--- src/hw/rtl/bba_pkg.sv ---
`default_nettype none

package bba_pkg;

   localparam int WORD_BITS   = 32;
   localparam int MAX_BLOCKS  = 1024;
   localparam int MAP_WORDS   = MAX_BLOCKS / WORD_BITS;
   localparam int WORD_IDX_W  = $clog2(MAP_WORDS);
   localparam int BIT_IDX_W   = $clog2(WORD_BITS);
   localparam int BLOCK_IDX_W = 10;
   localparam int OFFSET_W    = 24;
   localparam int WIDTH_W     = 15;
   localparam int NBLK_W      = 11;
   localparam int STATUS_W    = 3;
   localparam int CSR_INDEX_W = 1;
   localparam int CSR_DATA_W  = WIDTH_W;
   localparam int DIV_CNT_W   = $clog2(OFFSET_W);

   localparam logic [WIDTH_W-1:0] WIDTH_RESET = WIDTH_W'(16);
   localparam logic [NBLK_W-1:0]  NBLK_RESET  = NBLK_W'(1024);

   localparam logic OP_ALLOC = 1'b0;

   localparam logic [CSR_INDEX_W-1:0] CSR_BLOCK_WIDTH = 1'b0;
   localparam logic [CSR_INDEX_W-1:0] CSR_NUM_BLOCKS  = 1'b1;

   typedef enum logic [STATUS_W-1:0] {
      STAT_OK       = 3'd0,
      STAT_FULL     = 3'd1,
      STAT_RANGE    = 3'd2,
      STAT_MISALIGN = 3'd3,
      STAT_DOUBLE   = 3'd4
   } status_type;

   typedef enum logic [3:0] {
      ST_FILL,
      ST_IDLE,
      ST_A_READ,
      ST_A_CHECK,
      ST_A_HINT,
      ST_F_RANGE,
      ST_F_DIV,
      ST_F_CHECK,
      ST_F_TEST,
      ST_DONE
   } state_type;

   typedef enum logic [1:0] {
      RD_SCAN,
      RD_NEXT,
      RD_FREE
   } rd_sel_type;

   typedef enum logic [1:0] {
      WR_NONE,
      WR_FILL,
      WR_ALLOC,
      WR_FREE
   } wr_sel_type;

   typedef enum logic [2:0] {
      RES_NONE,
      RES_FULL,
      RES_RANGE,
      RES_MISALIGN,
      RES_DOUBLE,
      RES_ALLOC_OK,
      RES_FREE_OK
   } res_sel_type;

   typedef struct packed {
      logic        capture;
      rd_sel_type  rd_sel;
      wr_sel_type  wr_sel;
      logic        fill_step;
      logic        scan_inc;
      logic        hint_alloc;
      logic        hint_free;
      logic        div_init;
      logic        div_step;
      res_sel_type res_sel;
      logic        rsp_load;
   } cmd_type;

   typedef struct packed {
      logic fill_req;
      logic fill_last;
      logic req_is_alloc;
      logic scan_in_pool;
      logic next_in_pool;
      logic word_zero;
      logic out_of_range;
      logic div_last;
      logic misaligned;
      logic bit_set;
      logic slot_free;
   } stat_type;

endpackage

`default_nettype wire

--- src/hw/rtl/bba_ctrl.sv ---
`default_nettype none

module bba_ctrl (
   input  wire logic              clock,
   input  wire logic              reset,
   input  wire logic              req_valid,
   output logic                   req_stall,
   input  wire bba_pkg::stat_type stat,
   output bba_pkg::cmd_type       cmd
);
   import bba_pkg::*;

   state_type state_ff;
   state_type state_in;

   always_ff @(posedge clock) begin
      if (reset) begin
         state_ff <= ST_FILL;
      end else begin
         state_ff <= state_in;
      end
   end

   always_comb begin
      state_in = state_ff;
      unique case (state_ff)
         ST_FILL: begin
            if (stat.fill_last) state_in = ST_IDLE;
         end
         ST_IDLE: begin
            if (req_valid) state_in = stat.req_is_alloc ? ST_A_READ : ST_F_RANGE;
         end
         ST_A_READ: begin
            state_in = stat.scan_in_pool ? ST_A_CHECK : ST_DONE;
         end
         ST_A_CHECK: begin
            if (!stat.word_zero) state_in = ST_A_HINT;
            else if (stat.next_in_pool) state_in = ST_A_READ;
            else state_in = ST_DONE;
         end
         ST_A_HINT: begin
            state_in = ST_DONE;
         end
         ST_F_RANGE: begin
            state_in = stat.out_of_range ? ST_DONE : ST_F_DIV;
         end
         ST_F_DIV: begin
            if (stat.div_last) state_in = ST_F_CHECK;
         end
         ST_F_CHECK: begin
            state_in = stat.misaligned ? ST_DONE : ST_F_TEST;
         end
         ST_F_TEST: begin
            state_in = ST_DONE;
         end
         ST_DONE: begin
            if (stat.slot_free) state_in = ST_IDLE;
         end
         default: begin
            state_in = ST_FILL;
         end
      endcase
      // A new pool size restarts the bitmap sweep from any state.
      if (stat.fill_req) state_in = ST_FILL;
   end

   always_comb begin
      cmd       = '0;
      req_stall = 1'b1;
      unique case (state_ff)
         ST_FILL: begin
            cmd.wr_sel    = WR_FILL;
            cmd.fill_step = 1'b1;
         end
         ST_IDLE: begin
            req_stall   = 1'b0;
            cmd.capture = req_valid;
         end
         ST_A_READ: begin
            cmd.rd_sel = RD_SCAN;
            if (!stat.scan_in_pool) cmd.res_sel = RES_FULL;
         end
         ST_A_CHECK: begin
            if (!stat.word_zero) begin
               cmd.wr_sel = WR_ALLOC;
               cmd.rd_sel = RD_NEXT;
            end else if (stat.next_in_pool) begin
               cmd.scan_inc = 1'b1;
            end else begin
               cmd.res_sel = RES_FULL;
            end
         end
         ST_A_HINT: begin
            cmd.hint_alloc = 1'b1;
            cmd.res_sel    = RES_ALLOC_OK;
         end
         ST_F_RANGE: begin
            if (stat.out_of_range) cmd.res_sel = RES_RANGE;
            else cmd.div_init = 1'b1;
         end
         ST_F_DIV: begin
            cmd.div_step = 1'b1;
         end
         ST_F_CHECK: begin
            if (stat.misaligned) cmd.res_sel = RES_MISALIGN;
            else cmd.rd_sel = RD_FREE;
         end
         ST_F_TEST: begin
            if (stat.bit_set) begin
               cmd.res_sel = RES_DOUBLE;
            end else begin
               cmd.wr_sel    = WR_FREE;
               cmd.hint_free = 1'b1;
               cmd.res_sel   = RES_FREE_OK;
            end
         end
         ST_DONE: begin
            cmd.rsp_load = stat.slot_free;
         end
         default: begin
            req_stall = 1'b1;
         end
      endcase
   end

endmodule

`default_nettype wire

--- src/hw/rtl/bba_datapath.sv ---
`default_nettype none

module bba_datapath (
   input  wire logic                             clock,
   input  wire logic                             reset,
   input  wire logic                             req_opcode,
   input  wire logic [bba_pkg::OFFSET_W-1:0]     req_offset,
   output logic                                  rsp_valid,
   input  wire logic                             rsp_stall,
   output logic [bba_pkg::STATUS_W-1:0]          rsp_status,
   output logic [bba_pkg::BLOCK_IDX_W-1:0]       rsp_block_index,
   output logic [bba_pkg::OFFSET_W-1:0]          rsp_byte_offset,
   input  wire logic                             csr_write,
   input  wire logic [bba_pkg::CSR_INDEX_W-1:0]  csr_index,
   input  wire logic [bba_pkg::CSR_DATA_W-1:0]   csr_wdata,
   input  wire bba_pkg::cmd_type                 cmd,
   output bba_pkg::stat_type                     stat
);
   import bba_pkg::*;

   localparam int LINE_W = NBLK_W - BIT_IDX_W;

   function automatic logic [WORD_BITS-1:0] fill_word(input logic [WORD_IDX_W-1:0] w,
                                                      input logic [NBLK_W-1:0] n);
      logic [LINE_W-1:0] wl;
      wl = LINE_W'(w);
      if (n[NBLK_W-1:BIT_IDX_W] > wl) fill_word = '1;
      else if (n[NBLK_W-1:BIT_IDX_W] == wl) fill_word = ~({WORD_BITS{1'b1}} << n[BIT_IDX_W-1:0]);
      else fill_word = '0;
   endfunction

   function automatic logic [BIT_IDX_W-1:0] lowest_bit(input logic [WORD_BITS-1:0] v);
      logic [BIT_IDX_W-1:0] b;
      b = '0;
      for (int i = WORD_BITS - 1; i >= 0; i--) begin
         if (v[i]) b = BIT_IDX_W'(i);
      end
      lowest_bit = b;
   endfunction

   // Configuration.
   logic [WIDTH_W-1:0]    width_ff;
   logic [NBLK_W-1:0]     nblk_ff;
   logic [WIDTH_W-1:0]    eff_width;
   logic [NBLK_W-1:0]     pool_n;

   // Bitmap memory and its registered read port.
   logic [WORD_BITS-1:0]  map_mem [MAP_WORDS];
   logic [WORD_BITS-1:0]  rd_data_ff;
   logic [WORD_IDX_W-1:0] rd_addr;
   logic [WORD_IDX_W-1:0] wr_addr;
   logic [WORD_BITS-1:0]  wr_data;
   logic                  wr_en;

   logic [WORD_IDX_W-1:0]   fill_cnt_ff;
   logic [WORD_IDX_W-1:0]   hint_ff;
   logic [WORD_IDX_W-1:0]   scan_ff;
   logic [WORD_IDX_W:0]     scan_nxt;
   logic [OFFSET_W-1:0]     off_ff;
   logic [BIT_IDX_W-1:0]    low_bit;
   logic [WORD_BITS-1:0]    alloc_word;
   logic                    new_nz_ff;
   logic [BLOCK_IDX_W-1:0]  alloc_idx_ff;
   logic [WORD_IDX_W-1:0]   hint_alloc_val;

   // Restoring divider state.
   logic [WIDTH_W:0]        rem_ff;
   logic [WIDTH_W:0]        rem_in;
   logic [WIDTH_W:0]        rem_shift;
   logic                    rem_ge;
   logic [OFFSET_W-1:0]     quo_ff;
   logic [DIV_CNT_W-1:0]    div_cnt_ff;
   logic [WORD_IDX_W-1:0]   free_word;
   logic [BIT_IDX_W-1:0]    free_bit;

   logic [NBLK_W+WIDTH_W-1:0]      limit;
   logic [BLOCK_IDX_W+WIDTH_W-1:0] bytes_prod;

   status_type              res_status_ff;
   logic [BLOCK_IDX_W-1:0]  res_index_ff;
   logic [OFFSET_W-1:0]     res_bytes_ff;
   logic                    rsp_valid_ff;
   status_type              rsp_status_ff;
   logic [BLOCK_IDX_W-1:0]  rsp_index_ff;
   logic [OFFSET_W-1:0]     rsp_bytes_ff;

   assign eff_width = (width_ff == '0) ? WIDTH_W'(1) : width_ff;
   assign pool_n    = (nblk_ff > NBLK_W'(MAX_BLOCKS)) ? NBLK_W'(MAX_BLOCKS) : nblk_ff;

   assign free_word = quo_ff[WORD_IDX_W+BIT_IDX_W-1:BIT_IDX_W];
   assign free_bit  = quo_ff[BIT_IDX_W-1:0];
   assign scan_nxt  = {1'b0, scan_ff} + 1'b1;

   assign low_bit    = lowest_bit(rd_data_ff);
   assign alloc_word = rd_data_ff & ~({{(WORD_BITS-1){1'b0}}, 1'b1} << low_bit);

   always_ff @(posedge clock) begin
      if (reset) begin
         width_ff <= WIDTH_RESET;
         nblk_ff  <= NBLK_RESET;
      end else if (csr_write) begin
         if (csr_index == CSR_BLOCK_WIDTH) width_ff <= csr_wdata;
         if (csr_index == CSR_NUM_BLOCKS)  nblk_ff  <= csr_wdata[NBLK_W-1:0];
      end
   end

   always_comb begin
      unique case (cmd.rd_sel)
         RD_SCAN: rd_addr = scan_ff;
         RD_NEXT: rd_addr = scan_nxt[WORD_IDX_W-1:0];
         RD_FREE: rd_addr = free_word;
         default: rd_addr = scan_ff;
      endcase
   end

   always_comb begin
      wr_en   = 1'b1;
      wr_addr = fill_cnt_ff;
      wr_data = fill_word(fill_cnt_ff, pool_n);
      unique case (cmd.wr_sel)
         WR_FILL: begin
            wr_addr = fill_cnt_ff;
         end
         WR_ALLOC: begin
            wr_addr = scan_ff;
            wr_data = alloc_word;
         end
         WR_FREE: begin
            wr_addr = free_word;
            wr_data = rd_data_ff | ({{(WORD_BITS-1){1'b0}}, 1'b1} << free_bit);
         end
         default: begin
            wr_en = 1'b0;
         end
      endcase
   end

   always_ff @(posedge clock) begin
      if (wr_en) map_mem[wr_addr] <= wr_data;
      rd_data_ff <= map_mem[rd_addr];
   end

   always_ff @(posedge clock) begin
      if (reset || stat.fill_req) begin
         fill_cnt_ff <= '0;
      end else if (cmd.fill_step) begin
         fill_cnt_ff <= fill_cnt_ff + 1'b1;
      end
   end

   // The new hint is the word just used, the next nonzero pool word, or 0.
   always_comb begin
      if (new_nz_ff) hint_alloc_val = scan_ff;
      else if (stat.next_in_pool && (rd_data_ff != '0)) hint_alloc_val = scan_nxt[WORD_IDX_W-1:0];
      else hint_alloc_val = '0;
   end

   always_ff @(posedge clock) begin
      if (reset || stat.fill_req) begin
         hint_ff <= '0;
      end else if (cmd.hint_alloc) begin
         hint_ff <= hint_alloc_val;
      end else if (cmd.hint_free) begin
         hint_ff <= free_word;
      end
   end

   always_ff @(posedge clock) begin
      if (cmd.capture) begin
         off_ff  <= req_offset;
         scan_ff <= hint_ff;
      end else if (cmd.scan_inc) begin
         scan_ff <= scan_nxt[WORD_IDX_W-1:0];
      end
      if (cmd.wr_sel == WR_ALLOC) begin
         new_nz_ff    <= (alloc_word != '0);
         alloc_idx_ff <= BLOCK_IDX_W'({scan_ff, low_bit});
      end
   end

   assign rem_shift = {rem_ff[WIDTH_W-1:0], quo_ff[OFFSET_W-1]};
   assign rem_ge    = (rem_shift >= {1'b0, eff_width});
   assign rem_in    = rem_ge ? (rem_shift - {1'b0, eff_width}) : rem_shift;

   always_ff @(posedge clock) begin
      if (cmd.div_init) begin
         rem_ff     <= '0;
         quo_ff     <= off_ff;
         div_cnt_ff <= '0;
      end else if (cmd.div_step) begin
         rem_ff     <= rem_in;
         quo_ff     <= {quo_ff[OFFSET_W-2:0], rem_ge};
         div_cnt_ff <= div_cnt_ff + 1'b1;
      end
   end

   assign limit      = eff_width * pool_n;
   assign bytes_prod = alloc_idx_ff * eff_width;

   always_ff @(posedge clock) begin
      unique case (cmd.res_sel) inside
         RES_FULL, RES_RANGE, RES_MISALIGN, RES_DOUBLE: begin
            unique case (cmd.res_sel)
               RES_FULL:     res_status_ff <= STAT_FULL;
               RES_RANGE:    res_status_ff <= STAT_RANGE;
               RES_MISALIGN: res_status_ff <= STAT_MISALIGN;
               default:      res_status_ff <= STAT_DOUBLE;
            endcase
            res_index_ff <= '0;
            res_bytes_ff <= '0;
         end
         RES_ALLOC_OK: begin
            res_status_ff <= STAT_OK;
            res_index_ff  <= alloc_idx_ff;
            // Byte offsets past the 24-bit range saturate.
            res_bytes_ff  <= bytes_prod[BLOCK_IDX_W+WIDTH_W-1:OFFSET_W] != '0 ?
                             '1 : bytes_prod[OFFSET_W-1:0];
         end
         RES_FREE_OK: begin
            res_status_ff <= STAT_OK;
            res_index_ff  <= quo_ff[BLOCK_IDX_W-1:0];
            res_bytes_ff  <= '0;
         end
         default: begin
         end
      endcase
   end

   always_ff @(posedge clock) begin
      if (reset) begin
         rsp_valid_ff <= 1'b0;
      end else if (cmd.rsp_load) begin
         rsp_valid_ff <= 1'b1;
      end else if (!rsp_stall) begin
         rsp_valid_ff <= 1'b0;
      end
   end

   always_ff @(posedge clock) begin
      if (cmd.rsp_load) begin
         rsp_status_ff <= res_status_ff;
         rsp_index_ff  <= res_index_ff;
         rsp_bytes_ff  <= res_bytes_ff;
      end
   end

   assign rsp_valid       = rsp_valid_ff;
   assign rsp_status      = rsp_status_ff;
   assign rsp_block_index = rsp_index_ff;
   assign rsp_byte_offset = rsp_bytes_ff;

   always_comb begin
      stat.fill_req     = csr_write && (csr_index == CSR_NUM_BLOCKS);
      stat.fill_last    = (fill_cnt_ff == WORD_IDX_W'(MAP_WORDS - 1));
      stat.req_is_alloc = (req_opcode == OP_ALLOC);
      stat.scan_in_pool = (NBLK_W'({scan_ff, {BIT_IDX_W{1'b0}}}) < pool_n);
      stat.next_in_pool = (NBLK_W'({scan_nxt, {BIT_IDX_W{1'b0}}}) < pool_n);
      stat.word_zero    = (rd_data_ff == '0);
      stat.out_of_range = ((NBLK_W+WIDTH_W)'(off_ff) >= limit);
      stat.div_last     = (div_cnt_ff == DIV_CNT_W'(OFFSET_W - 1));
      stat.misaligned   = (rem_ff != '0);
      stat.bit_set      = rd_data_ff[free_bit];
      stat.slot_free    = !rsp_valid_ff || !rsp_stall;
   end

endmodule

`default_nettype wire

--- src/hw/rtl/bitmap_block_allocator.sv ---
`default_nettype none

// Bitmap block allocator for one pool of up to 1024 equal blocks. Each request word
// (allocate, or free by byte offset) yields exactly one response word. The pool is
// served one request at a time. An allocate scans the bitmap words from the hint word
// onward and answers pool full when no word inside the pool has a free bit. The scan
// is set by the single read port of the 32-word bitmap memory. A free first checks
// the offset range, then runs the 24-step restoring divider that turns the offset into
// a block index, and answers misaligned when the division leaves a remainder.
// After reset and after every write of num_blocks the bitmap is refilled by a sweep
// of its 32 words, during which req_stall stays high. A finished response waits in an
// output register, so the next request is taken while the previous response stalls.
module bitmap_block_allocator (
   input  wire logic                             clock,
   input  wire logic                             reset,
   input  wire logic                             req_valid,
   output logic                                  req_stall,
   input  wire logic                             req_opcode,
   input  wire logic [bba_pkg::OFFSET_W-1:0]     req_offset,
   output logic                                  rsp_valid,
   input  wire logic                             rsp_stall,
   output logic [bba_pkg::STATUS_W-1:0]          rsp_status,
   output logic [bba_pkg::BLOCK_IDX_W-1:0]       rsp_block_index,
   output logic [bba_pkg::OFFSET_W-1:0]          rsp_byte_offset,
   input  wire logic                             csr_write,
   input  wire logic [bba_pkg::CSR_INDEX_W-1:0]  csr_index,
   input  wire logic [bba_pkg::CSR_DATA_W-1:0]   csr_wdata
);
   import bba_pkg::*;

   cmd_type  cmd;
   stat_type stat;

   bba_ctrl u_ctrl (
      .clock     (clock),
      .reset     (reset),
      .req_valid (req_valid),
      .req_stall (req_stall),
      .stat      (stat),
      .cmd       (cmd)
   );

   bba_datapath u_datapath (
      .clock           (clock),
      .reset           (reset),
      .req_opcode      (req_opcode),
      .req_offset      (req_offset),
      .rsp_valid       (rsp_valid),
      .rsp_stall       (rsp_stall),
      .rsp_status      (rsp_status),
      .rsp_block_index (rsp_block_index),
      .rsp_byte_offset (rsp_byte_offset),
      .csr_write       (csr_write),
      .csr_index       (csr_index),
      .csr_wdata       (csr_wdata),
      .cmd             (cmd),
      .stat            (stat)
   );

endmodule

`default_nettype wire

--- config.mk ---
export PLATFORM = sky130hd
export DESIGN_NAME = bitmap_block_allocator
export DESIGN_NICKNAME = d
export VERILOG_FILES = /design/src/hw/rtl/bba_pkg.sv /design/src/hw/rtl/bba_ctrl.sv /design/src/hw/rtl/bba_datapath.sv /design/src/hw/rtl/bitmap_block_allocator.sv
export SDC_FILE = /design/constraint.sdc
export NUM_CORES = 2
export LEC_CHECK = 0
export BUFFER_PORTS_ARGS = -buffer_cell sky130_fd_sc_hd__buf_2
export CORE_MARGIN = 8
export CORE_UTILIZATION = 35
export CTS_BUF_LIST = sky130_fd_sc_hd__clkbuf_2 sky130_fd_sc_hd__clkbuf_4 sky130_fd_sc_hd__clkbuf_8
export DETAILED_ROUTE_END_ITERATION = 7
export SLEW_MARGIN = 20
export SYNTH_ARGS = -nofsm -noshare
export SYNTH_HDL_FRONTEND = slang
export SYNTH_HIERARCHICAL = 1
export SYNTH_SLANG_ARGS = --single-unit
--- constraint.sdc ---
create_clock -name clock -period 10.6 [get_ports clock]
set_clock_uncertainty 0.1 [all_clocks]
set_input_delay 1.59 -clock clock [delete_from_list [all_inputs] [get_ports clock]]
set_output_delay 1.59 -clock clock [all_outputs]
set_load 0.02 [all_outputs]
==> Yosys cells after proc, flatten, opt, wreduce, memory -nomap -nowiden <==
Memory sizes are Yosys's and may differ from the RTL's. A register that Yosys moved wholly into a read port is not among the register bits.
Cells that the tools add are included.
{ "totals": {"ff_bits": 200, "mem_bits_rw": 1024, "in_bits": 46, "word_cells": 192, "n_memories": 1} }
{ "mem_list": {"columns": ["memory", "depth", "word_bits", "rd", "rd_clocked_by_memory_dff", "write_ports", "line", "rtl"], "rows": [
  ["u_datapath.map_mem", 32, 32, 1, 1, 1, "bba_datapath.sv:48", "logic [WORD_BITS-1:0] map_mem [MAP_WORDS];"]
]} }
{ "classes": {"n_addsub": 4, "multipliers": 2, "n_lt_le_gt_ge": 7, "eq_ne": 28, "n_shift": 3, "n_mux": 96, "n_bitwise": 5, "reduce_logical": 27} }
{ "op_table": {"columns": ["operator", "count"], "rows": [
  ["$mux W5", 38],
  ["$mux W24", 3],
  ["$mux W32", 2],
  ["$not A32 Y32", 2],
  ["$pmux W32 S2", 1],
  ["$reduce_bool A32 Y1", 2],
  ["$shl A1 B5 Y32 const A", 2],
  ["$pmux W24 S2", 1],
  ["$pmux W4 S9", 1],
  ["$and A32 B32 Y32", 1],
  ["$logic_not A32 Y1", 1],
  ["$mux W4", 8],
  ["$or A32 B32 Y32", 1],
  ["$shl A32 B5 Y32 const A", 1],
  ["$pmux W10 S3", 1],
  ["$ge A24 B26 Y1", 1],
  ["$mul A15 B11 Y26", 1],
  ["$mul A10 B15 Y25", 1],
  ["$mux W1", 22],
  ["$pmux W5 S2", 2],
  ["$pmux W3 S6", 1],
  ["$eq A4 B3 Y1 const B", 4],
  ["$ge A16 B15 Y1", 1],
  ["$mux W16", 1],
  ["44 further kinds", 73]
]} }

==> Logic depth before layout (Yosys ltp) <==
{ "depth": {"depth_word": 36, "depth_mapped": 38, "depth_no_buf": 37} }

==> By module <==
The synthesis kept the hierarchy.
{ "by_module_without_submodules": {"columns": ["module", "n_inst", "cells_each", "area_per_inst_um2", "seq_area_each_um2"], "rows": [
  ["bba_datapath", 1, 4242, 60968.5, 36695.2],
  ["bba_ctrl", 1, 72, 545.5, 80.1]
]} }

==> Least setup slack after synthesis <==
No wires, ideal clock.
{ "synth_timing": {"path_kind": "reg-to-reg", "from": "register u_datapath.nblk_ff[10]", "to": "register u_datapath.res_bytes_ff[0], enable pin", "arrival_time_ns": 8.406, "t_required_ns": 10.095, "path_slack_ns": 1.689, "stages_incl_launch_ff": 32, "path_buffers": 3, "synth_period_minus_slack_ns": 8.911, "cell_sequence": "dfxtp_1 clkbuf_1 nor2b_1 clkbuf_1 buf_1 nand2_1 fa_1 inv_1 fa_1 fa_1 fa_1 inv_1 fa_1 inv_1 ha_1 o21a_1 o21ai_0 a22oi_1 o31ai_1 a21oi_1 a21o_1 a21oi_1 xor2_1 ha_1 o21a_1 o32ai_1 a211o_1 nor4_1 mux2i_1 o21ai_0 nor3_1 nor2_1"} }
{ "synth_lines": {"columns": ["element", "line", "rtl"], "rows": [
  ["start, declared", "bba_datapath.sv:43", "logic [NBLK_W-1:0] nblk_ff;"],
  ["start signal, assigned", "bba_datapath.sv:103", "if (csr_index == CSR_NUM_BLOCKS) nblk_ff <= csr_wdata[NBLK_W-1:0];"],
  ["end signal, assigned", "bba_datapath.sv:216", "res_bytes_ff <= bytes_prod[BLOCK_IDX_W+WIDTH_W-1:OFFSET_W] != '0 ?"],
  ["end, declared", "bba_datapath.sv:81", "logic [OFFSET_W-1:0] res_bytes_ff;"]
]} }

==> metrics.yaml <==
sta:
  setup_tns_ps: 0
  drv_slew: 0
  worst_slew_pin_slew_ps: 1100
  min_period_over_period_pct: 89.5
  holdWs_ps: 321
  period_needed_ps: 9490
  relSlewSlack_pct: 26.2
  fmax_ghz: 0.105
  grt_setup_unrepaired: "no"
  hold_viol_final: 0
  final-setup-viol-count: 0
clock_network:
  clkLatencyLatePin_ps: 920
  clock_path_buffers: 3
  path_clk_slew_ps: 70
  cts_resized: 0
  cts_buffers: 188
  cts_hold_buf: 0
  cts_tree: "yes"
  postCtsSetupRepairBufs: 0
  ctsHtreeMaxLevel: 4
  root_buffer: "clkbuf_8"
  cts_sinks: 1256
min_path:
  hold_path.class: "reg -> reg"
route:
  drt.antenna.violating_nets: 0
  wire_per_inst_um: 24.4
  drc: 0
  vias: 37000
  routed_wl_um: 170000
  viasPerCell: 5.31
  drt_iter0_markers: 3519
  detail_route.first_pass.iterations: 6
setup_path:
  max_stage_delay_ps: 620
  cp_slowest_cell: "nor2_1"
  critPathMaxFanout: 22
  crit_family: "adder cells"
  arrival_ps: 9900
  worstSetupPathType: "reg -> reg"
  startpoint_type: "register"
  worst-path-buf-inv: 8
  crit_path_frequent_cell: "fa_1"
  crit_required_ps: 11020
  crit_path_end_kind: "register"
global_routing:
  grt_pass1_wl_um: 251000
  grt_overflow_total: 0
  grt_max_degree: 132
  grt_pass1_vias: 37500
  grt.total_usage_pct: 17.5
  antenna_found_initial: 9
yosys:
  syn_inst: 4314
  yosys_most_used_dff: "edfxtp_1"
  ys_seq_area_share_pct: 59.8
  yosys_warnings: 6
  synth_edf_count: 1162
  synth_cell_types: 96
  synth_seq_cells: 1256
  async_reset_ff_share_pct: 0
  synth_area_per_cell_um2: 14.3
  yosysTopAreaCellShare_pct: 56.7
  syn_nets: 4765
  synth_area_leaders: "edfxtp_1 (57%), mux4_2 (9.8%), fa_1 (7.1%)"
  synth_top_area_cell: "edfxtp_1"
  syn_area_um2: 61500
floorplanning:
  num_io_pins: 85
  die_area_um2: 189000
  die_h_um: 435
  die_w_um: 435
  start_util_pct: 35.1
  core_area_um2: 175000
  rows: 154
cells_and_area:
  nNetsFinal: 4910
  final_util_pct: 39.4
  drive_above_1_share_pct: 19.0
  syn_to_final_growth_pct: 12.2
  fin_cells: 6964
placement:
  dp_cells: 6608
  hpwl_um: 106000
  io_buffer_count: 84
  gp_congestion: 0.957
power_and_ir_drop:
  total_power_mw: 10.2
  leakagePower_nw: 24.1
  peakVddDrop_uv: 101
  power_density_nw_per_um2: 148
flow_run:
  max_cap_viol_count: 0
run_status:
  status: "finished clean"
[layout by cell type (no fill, tap or decap), types with 91 or more instances in the layout]
master	instances
fa_1	219
ha_1	186
mux4_2	267
dfxtp_1	94
inv_1	288
nand2_1	645
o21ai_0	112
nand3_1	92
edfxtp_1	1162
buf_4	91
a21oi_1	151
nor2_1	177
clkbuf_8	195
[power breakdown]
part	switching, mW	internal [mW]
Clock	1.97	2.11
Sequential	0.0184	5.54
Combinational	0.421	0.194
Total	2.41	7.84
[path summary, 6_finish.rpt]
check | start | endpoint | slack (ps) | cells after the start
hold reg to reg | u_datapath/res_bytes_ff[21]$_SDFFCE_PP0P_ | u_datapath/rsp_byte_offset[21]$_DFFE_PP_ | 320 | 0
hold / removal | u_datapath/res_bytes_ff[21]$_SDFFCE_PP0P_ | u_datapath/rsp_byte_offset[21]$_DFFE_PP_ | 320 | 0
setup reg to reg | u_datapath/width_ff[12]$_SDFFE_PP0P_ | u_datapath/res_index_ff[7]$_DFFE_PP_ | 1110 | 38
setup / recovery | u_datapath/width_ff[12]$_SDFFE_PP0P_ | u_datapath/res_index_ff[7]$_DFFE_PP_ | 1110 | 38
[flip-flops by register name, summed over array words and instances (netlist names), 4 cells and up]
name and cells:
u_ctrl/state_ff 4, u_datapath/div_cnt_ff 5, u_datapath/scan_ff 5, u_datapath/fill_cnt_ff 5, u_datapath/width_ff 15, u_datapath/hint_ff 5
u_datapath/rem_ff 16, u_datapath/rd_data_ff 32, u_datapath/off_ff 24, u_datapath/nblk_ff 11, u_datapath/quo_ff 24, u_datapath/map_mem 1024
u_datapath/alloc_idx_ff 10, u_datapath/rsp_byte_offset 24, u_datapath/res_index_ff 10, u_datapath/rsp_block_index 10, u_datapath/res_bytes_ff 24
[worst reg2reg max path, delay by kind of cell, from the launching register on]
| kind | cells | cell delay [ps] |
|---|---|---|
| and+or+nand+nor | 12 | 2500 |
| DFF | 1 | 300 |
| xor gates and xnor gates | 1 | 70 |
| adders and majority gates | 7 | 2870 |
| muxes | 1 | 90 |
| buffers and inverters | 8 | 1410 |
| AOI/OAI and AO/OA | 9 | 1780 |
[cell families after synthesis]
logic type	synth area share (%)
flops	59.8
buf+inv	3.33
compound gates	5.48
mux	10.7
simple gates	8.89
xor+xnor	0.897
fa+ha+maj	10.9
[metrics by stage]
step / worst slack (ps) / cell area (µm²)
4_1_cts: 1220 / 69000
6_report: 1110 / 69000
2_1_floorplan: 1690 / 61500
5_1_grt: 328 / 69000
3_5_place_dp: 1240 / 65100
3_3_place_gp: 1250 / 65100
[Yosys cell counts, types with 30 or more instances]
master / n
nor2b_1: 44
xor2_1: 31
nor2_1: 211
buf_2: 33
o21ai_0: 120
mux4_2: 267
mux2_2: 30
nand3_1: 92
a21oi_1: 153
xnor2_1: 32
o211ai_1: 41
inv_1: 288
edfxtp_1: 1162
and2_1: 77
fa_1: 219
dfxtp_1: 94
ha_1: 186
nand2_1: 646
clkbuf_1: 164
[layout make-up]
class	count	area, µm²
repair buffers	179	1190
multi-input cells	2538	23200
diodes	5	12.5
clock buffers	249	3090
well taps	2340	2930
flip-flops and latches	1256	36800
fillers	16300	106000
clock inverters	101	768
inverters	296	1110
[metal layers]
metal  vias up  share of wire, %  track usage (%)  wire length (µm)
met5         -                 0                0                 0
met4         0               3.4             6.50              5810
met3       314               7.4             3.54             12500
met2      1420                47             28.1             80500
met1     19000                42             23.7             71400
li1      16200                 -                -                 -
Note: power is estimated with default switching activity, not from simulation.
